### config.mk
export PLATFORM = sky130hd
export DESIGN_NAME = pcbp_pack
export DESIGN_NICKNAME = d
export VERILOG_FILES = /design/src/rtl/pcbp_pkg.sv /design/src/rtl/pcbp_pack.sv
export SDC_FILE = /design/constraint.sdc
export NUM_CORES = 1
export LEC_CHECK = 0
export BUFFER_PORTS_ARGS = -buffer_cell sky130_fd_sc_hd__buf_2
export CELL_PAD_IN_SITES_DETAIL_PLACEMENT = 1
export CELL_PAD_IN_SITES_GLOBAL_PLACEMENT = 2
export CORE_ASPECT_RATIO = 1.4
export CORE_UTILIZATION = 40
export CTS_CLUSTER_DIAMETER = 50
export DETAILED_ROUTE_END_ITERATION = 8
export PLACE_DENSITY_LB_ADDON = 0.15
export SYNTH_ARGS = -nofsm -noshare
export SYNTH_HDL_FRONTEND = slang
export SYNTH_SLANG_ARGS = --single-unit
export TNS_END_PERCENT = 20
### constraint.sdc
create_clock -name clk -period 5.5 [get_ports clk]
set_input_delay 0.55 -clock clk [delete_from_list [all_inputs] [get_ports clk]]
set_output_delay 0.55 -clock clk [all_outputs]
set_load 0.02 [all_outputs]
### src/rtl/pcbp_pkg.sv
// pcbp_pkg: shared types and constants of the prefix code bit packer
// used by pcbp_table, pcbp_pack and prefix_code_bit_packer_unit; no dependencies
`default_nettype none

package pcbp_pkg;

	localparam int WORD_BITS_DEF = 32;   // default packed word width
	localparam int CODE_BITS     = 32;   // width of a stored code
	localparam int LEN_BITS      = 6;    // width of a stored code length
	localparam int CODE_MAX_BITS = 32;   // longest code that is used
	localparam int SYM_BITS      = 8;    // symbol width
	localparam int TABLE_DEPTH   = 256;  // one entry per byte value
	localparam int OUT_BITS      = 32;   // width of the data_word port
	localparam int TOTAL_BITS    = 31;   // width of the bit counter

	localparam logic [TOTAL_BITS-1:0] TOTAL_MAX = {TOTAL_BITS{1'b1}};

	typedef enum logic [1:0] {
		KIND_LOAD   = 2'd0,
		KIND_ENCODE = 2'd1,
		KIND_FINISH = 2'd2
	} kind_t;

	// one code table entry
	typedef struct packed {
		logic [LEN_BITS-1:0]  len;
		logic [CODE_BITS-1:0] code;
	} entry_t;

	// control from the stage 1 register to the packing stage
	typedef struct packed {
		logic  step;   // stage 1 transaction completes this cycle
		kind_t kind;
	} pack_req_t;

endpackage

`default_nettype wire

### src/rtl/pcbp_pack.sv
// pcbp_pack: shift-merge of looked-up codes into the pending word, bit counter
// and output register; depends on pcbp_pkg
`default_nettype none

module pcbp_pack #(
	parameter int WORD_BITS = pcbp_pkg::WORD_BITS_DEF
) (
	input  wire logic                                 clk,
	input  wire logic                                 arst_n,
	input  wire pcbp_pkg::pack_req_t                  req,
	input  wire pcbp_pkg::entry_t                     entry,
	input  wire logic                                 out_stall,
	output logic                                      out_valid,
	output logic [pcbp_pkg::OUT_BITS-1:0]             data_word,
	output logic [pcbp_pkg::TOTAL_BITS-1:0]           bit_total,
	output logic                                      is_final
);

	localparam int FW   = $clog2(WORD_BITS);
	localparam int LW   = $clog2(WORD_BITS + 1);
	localparam int SW   = $clog2(2 * WORD_BITS);
	localparam int LMAX = (WORD_BITS < pcbp_pkg::CODE_MAX_BITS) ? WORD_BITS
	                                                            : pcbp_pkg::CODE_MAX_BITS;

	logic [WORD_BITS-1:0]            pending_q;
	logic [FW-1:0]                   fill_q;
	logic [pcbp_pkg::TOTAL_BITS-1:0] total_q;

	logic                            out_valid_q;
	logic [pcbp_pkg::OUT_BITS-1:0]   data_word_q;
	logic [pcbp_pkg::TOTAL_BITS-1:0] bit_total_q;
	logic                            is_final_q;

	logic [LW-1:0]                   len_c;
	logic [WORD_BITS-1:0]            len_mask;
	logic [WORD_BITS-1:0]            code_w;
	logic [WORD_BITS-1:0]            word;
	logic [WORD_BITS-1:0]            spill;
	logic [LW-1:0]                   spill_sh;
	logic [SW-1:0]                   fill_sum;
	logic                            word_full;
	logic [63:0]                     word_ext;
	logic [63:0]                     pending_ext;
	logic [pcbp_pkg::TOTAL_BITS:0]   total_sum;
	logic [pcbp_pkg::TOTAL_BITS-1:0] total_next;

	always_comb begin
		// clamp long lengths and drop stray code bits
		if (entry.len > pcbp_pkg::LEN_BITS'(LMAX)) begin
			len_c = LW'(LMAX);
		end else begin
			len_c = LW'(entry.len);
		end
		len_mask  = ~({WORD_BITS{1'b1}} << len_c);
		code_w    = WORD_BITS'(entry.code) & len_mask;
		word      = pending_q | (code_w << fill_q);
		fill_sum  = SW'(fill_q) + SW'(len_c);
		word_full = fill_sum >= SW'(WORD_BITS);
		spill_sh  = LW'(WORD_BITS) - LW'(fill_q);
		if (fill_q == '0) begin
			spill = '0;
		end else begin
			spill = code_w >> spill_sh;
		end
		word_ext    = 64'(word);
		pending_ext = 64'(pending_q);
		total_sum   = {1'b0, total_q} + (pcbp_pkg::TOTAL_BITS + 1)'(len_c);
		if (total_sum > {1'b0, pcbp_pkg::TOTAL_MAX}) begin
			total_next = pcbp_pkg::TOTAL_MAX;
		end else begin
			total_next = total_sum[pcbp_pkg::TOTAL_BITS-1:0];
		end
	end

	always_ff @(posedge clk or negedge arst_n) begin
		if (!arst_n) begin
			pending_q <= '0;
			fill_q    <= '0;
			total_q   <= '0;
		end else if (req.step) begin
			unique case (req.kind)
				pcbp_pkg::KIND_ENCODE: begin
					total_q <= total_next;
					if (word_full) begin
						pending_q <= spill;
						fill_q    <= FW'(fill_sum - SW'(WORD_BITS));
					end else begin
						pending_q <= word;
						fill_q    <= FW'(fill_sum);
					end
				end
				pcbp_pkg::KIND_FINISH: begin
					pending_q <= '0;
					fill_q    <= '0;
					total_q   <= '0;
				end
				default: begin
				end
			endcase
		end
	end

	// output register
	always_ff @(posedge clk or negedge arst_n) begin
		if (!arst_n) begin
			out_valid_q <= 1'b0;
		end else if (req.step && req.kind == pcbp_pkg::KIND_ENCODE && word_full) begin
			out_valid_q <= 1'b1;
		end else if (req.step && req.kind == pcbp_pkg::KIND_FINISH) begin
			out_valid_q <= 1'b1;
		end else if (!out_stall) begin
			out_valid_q <= 1'b0;
		end
	end

	always_ff @(posedge clk) begin
		if (req.step && req.kind == pcbp_pkg::KIND_ENCODE && word_full) begin
			data_word_q <= word_ext[pcbp_pkg::OUT_BITS-1:0];
			bit_total_q <= '0;
			is_final_q  <= 1'b0;
		end else if (req.step && req.kind == pcbp_pkg::KIND_FINISH) begin
			data_word_q <= pending_ext[pcbp_pkg::OUT_BITS-1:0];
			bit_total_q <= total_q;
			is_final_q  <= 1'b1;
		end
	end

	assign out_valid = out_valid_q;
	assign data_word = data_word_q;
	assign bit_total = bit_total_q;
	assign is_final  = is_final_q;

endmodule

`default_nettype wire

Word level (Yosys, flattened, before mapping). Index checks and enable logic that the tools add are counted.

Flip-flop bits (word level): 133. Input port bits: 44. Output and inout port bits: 65. Word-level logic and storage cells: 43.

Add/subtract/negate cells: 4. Magnitude comparators: 3. Eq/ne operators: 3. Shifts and indexed selects: 3. Multiplexer cells: 13. Bitwise operators: 3. Reduce and logical (&&, ||, !) cells: 7.

Operators by type and width (count): 2-to-1 mux 32 bit (4); one-hot mux 32 bit (2 select lines) (1); one-hot mux 31 bit (2 select lines) (1); adder 31 x 6 -> 32 bit (1); AND 32 bit (1); > comparator 32 x 31 -> 1 bit, second input constant (1); inverter 32 bit (1); bitwise OR 32 bit (1); << shifter 32 x 5 -> 32 bit (1); << shifter 32 x 6 -> 32 bit, first input constant (1); right shift 32 x 6 -> 32 bit (1); 2-to-1 mux 31 bit (1); one-hot mux 5 bit (2 select lines) (1); adder 5 x 6 -> 6 bit (1); >= comparator 6 bit, second input constant (1); > comparator 6 bit, second input constant (1); 2-to-1 mux 6 bit (1); subtractor 6 x 5 -> 6 bit, first input constant (1); logical NOT 5 bit (1); 2-to-1 mux 5 bit (1); subtractor 5 x 1 -> 5 bit, second input constant (1); nonzero test 2 bit (2); logical AND 1 bit (3); 2-to-1 mux 1 bit (3); other kinds (4) (4).

Depth between registers and ports, before layout.
Depth in word-level cells: 9. Gate-level depth with buffers: 15. Gate-level depth less buffers: 11.

Worst setup path after synthesis. Ideal clock, no wire load.

Path kind: input port to flip-flop. Start point: input port entry[33] (netlist bit). End point: register data_word_q (netlist bit data_word[0]), enable pin. Library setup time: 0.483 ns. Data arrival time: 3.453 ns. Data required time: 5.017 ns. Path slack: 1.564 ns. Stages on the path: 10. Path buffers: 3. Cells stage by stage: buf_2 > buf_2 > nor2b_1 > ha_1 > a21o_1 > maj3_1 > a211o_1 > buf_6 > nand3_2 > nand2_1.

Cells in the longest elaborated chain, start to end: 6.

Ends and longest elaborated chain: from (decl) (RTL line pcbp_pack.sv:11) `input wire pcbp_pkg::entry_t entry,`; > comparator 6 bit (RTL line pcbp_pack.sv:49) `if (entry.len > pcbp_pkg::LEN_BITS'(LMAX)) begin`; 2-to-1 mux 6 bit (*) (RTL line pcbp_pack.sv:49); adder 5 x 6 -> 6 bit (*) (RTL line pcbp_pack.sv:57) `fill_sum = SW'(fill_q) + SW'(len_c);`; >= comparator 6 bit (*) (RTL line pcbp_pack.sv:58) `word_full = fill_sum >= SW'(WORD_BITS);`; logical AND 1 bit (*) (RTL line pcbp_pack.sv:117) `if (req.step && req.kind == pcbp_pkg::KIND_ENCODE && word_full) begin`; nonzero test 2 bit (no line) (*); to (signal assigned) (RTL line pcbp_pack.sv:118) `data_word_q <= word_ext[pcbp_pkg::OUT_BITS-1:0];`; to (signal assigned) (RTL line pcbp_pack.sv:122) `data_word_q <= pending_ext[pcbp_pkg::OUT_BITS-1:0];`; to (decl) (RTL line pcbp_pack.sv:30) `logic [pcbp_pkg::OUT_BITS-1:0] data_word_q;`.

Every way passes the cells marked *; elsewhere a longest branch is shown, timed or not. A chain may end at the register's enable or synchronous reset.

Final worst setup path.
Start point: input port entry[33] (netlist bit). End point: register data_word_q (netlist bit data_word[26]), enable pin.

Same word-level chain as after synthesis.

==> flow_summary.toml <==
[run_status]
status = "complete, no violations"

[setup_path]
crit_path_max_fanout = 31
crit_path_start = "entry[33]"
path_class = "primary input to flop"
setup.worst_path.end = "data_word[26]"
rr_worst_depth = 8
critPathLaunchType = "primary input"
critPathArrivalTime_ns = 4.28
cp_data_required_time_ns = 5.63
timing.rr.start = "fill_q[1]"
endpoint_kind = "flop"
r2r-end = "data_word[26]"
reg2reg_slack_ns = 1.73

[synth]
synth-adder-area-share_pct = 2.14
synth_flop_cell = "dfrtp_1"
synthTopCellsByArea = "dfrtp_1 16%, edfxtp_1 8.7%, dfxtp_1 5.8%, nand2_1 5.6%, a21oi_1 4.9%"
synth_top_family_by_area = "compound AO/OA/AOI/OAI gates"
synth_area_um2 = 11100
ys_seq_area_share_pct = 30.1
synth-simple-area-share_pct = 20.5
synth_xor_area_share_pct = 0.712
synth_most_common_cell = "nand2_1"
synthMuxAreaShare_pct = 5.62
synth_top_area_cell = "dfrtp_1"
synth_edf_count = 32
syn_nets = 1391
avgSynthCellArea_um2 = 8.31
postSynthCellCount = 1332
synth_top_area_share_pct = 15.6
async_flop_share_pct = 51.9
yosysWarnings = 0
netlist_top_cells_count = "165 x nand2_1, 114 x nor2_1, 109 x a21oi_1"
synth-seq-cells = 133
synth_compound_area_share_pct = 34.9
ys_types = 113

[flow_run]
max-cap-violations = 0

[clock_network]
holdBufCountCts = 0
htree_levels = 4
postCtsSetupBuffers = 0
cts_tree = "yes"
cts_buffers = 17
clk_latency_ns = 0.43
path_clk_slew_ns = 0.06
clk_path_buf_depth = 2
post_cts_resized = 0
cts.sinks = 133
ctsRootBufferMaster = "clkbuf_16"

[route]
detail-route-antenna-nets = 0
via_per_inst = 6.58
wl_per_cell_um = 27.9
drt_pass1_iterations = 5
first_iter_violations = 848
remaining_drc_errors = 0
drt-total-wl_um = 48900
vias = 11500

[layout]
layout.nets = 1435
fin_util_pct = 45.7
regArea_um2 = 3330
multi_input_area_um2 = 7100
synthToLayoutAreaGrowth_pct = 11.5
nFillCells = 3306
instances_no_fill = 1754
drive_above_1_share_pct = 19.1
diodes = 0
fin_area_um2 = 12300

[timing]
finalCritPeriodShare_pct = 75.6
setup_ws_ns = 1.34
tightest_slew_ns = 1.38
setup_tns_ns = 0
skew_ns = 0.0112
post-route-min-period_ns = 4.16
timing.fmax_mhz = 241
rsz0062_at_grt = "no"
hold_viol = 0
relSlewSlack_pct = 6.99
drv_slew = 0
setup-violations-final = 0

[global_routing]
grt_pass1_vias = 11500
overflow = 0
grt_pass1_wl_um = 74000
antenna_found_initial = 0
grt_max_degree = 79
grt_usage_pct = 35.6

[die]
core_um2 = 27000
fp.dieH_um = 199
chipWidth_um = 143
io_pins = 109
core.rowCount = 71
start_util_pct = 41.0
die_area_um2 = 28400

[power_and_ir_drop]
power.density_nw_per_um2 = 554
p_leak_nw = 4.89
vdd_drop_max_mv = 0.341

[place]
gp_congestion = 0.991
dp_cells = 1722
portBuffers = 108
dpl_cell_area_um2 = 11800
dp_slack_ns = 0.944
dp_hpwl_um = 37400

[min_path]
hp-class = "primary input to async pin"
==> per-layer routing <==
metal,GRT usage [%],share of wire [%]
met3,4.36,4.8
met4,28.4,8.8
met1,40.8,39
met2,59.6,48
met5,0,0
==> cells by family after synthesis <==
kind of cell / after synthesis
simple gates: 474
mux: 42
buf+inv: 137
xor+xnor: 9
fa+ha+maj: 18
flops: 133
compound gates: 519
==> how the worst min path moves through the flow <==
stage               slack [ns]  cells after the start             to
global placement          0.44                      2  bit_total[30]
detailed placement        0.44                      2  bit_total[17]
floorplan                 0.25                      0      fill_q[0]
CTS                       0.31                      1      fill_q[0]
global route              0.31                      1      fill_q[0]
finish                    0.24                      1      fill_q[0]
==> worst max-delay path, stage by stage <==
cell       delay (ns)
buf_2            0.59
nor2b_1          0.47
ha_1             0.32
a21o_1           0.23
a2111oi_4        0.44
a211o_1          0.66
nand3_2          0.29
nand2_1          0.44
buf_12           0.25
==> final cells by class <==
class                   count  area share, %
clock inverters            13           1.06
multi-input cells        1062           57.5
well taps                 365           3.70
clock buffers              19           3.67
repair buffers            140           6.44
flip-flops and latches    133           27.0
inverters                  22          0.669
==> cells in the final DEF, fill, tap and decap left out, types with 8 or more instances in the layout <==
cell type and n:
a31oi_1 23, o32ai_1 8, o22a_1 9, a22oi_1 12, edfxtp_1 32, nand3_1 33
o21ai_1 15, nand2_1 165, mux4_2 13, buf_2 107, a211oi_1 21, o22ai_1 9
or3_1 10, o31ai_1 14, a21oi_1 109, and3_1 16, inv_1 17, o21ai_0 64
mux2i_1 16, o21a_1 17, clkbuf_16 17, a221o_1 12, a311oi_1 9, ha_1 13
nand2b_1 9, dfrtp_1 67, mux2_2 10, nor4_1 8, nor2b_1 14, o21bai_1 11
a211o_1 11, a22o_1 8, dfxtp_1 32, nand4_1 11, a21o_1 17, nor3_1 35
buf_4 32, o211ai_1 21, and2_1 16, nor2_1 114
==> through the flow <==
step                      hold WS, ns  total power, mW
after floorplan                 0.254             4.14
after global placement          0.440             5.57
after detailed placement        0.445             5.59
after CTS                       0.305             6.74
after global routing            0.314             7.13
final                           0.244             6.84
==> registers in the layout (all words and copies together) (netlist names) <==
register and count:
data_word 32, is_final 1, pending_q 32, out_valid 1, bit_total 31, total_q 31
fill_q 5
==> where the power goes <==
part / switching [mW] / total (mW) / internal, mW
registers: 0.189 / 1.44 / 1.25
logic: 2.90 / 4.27 / 1.38
clock network: 0.445 / 1.13 / 0.687
(Power assumes the default switching activity.)
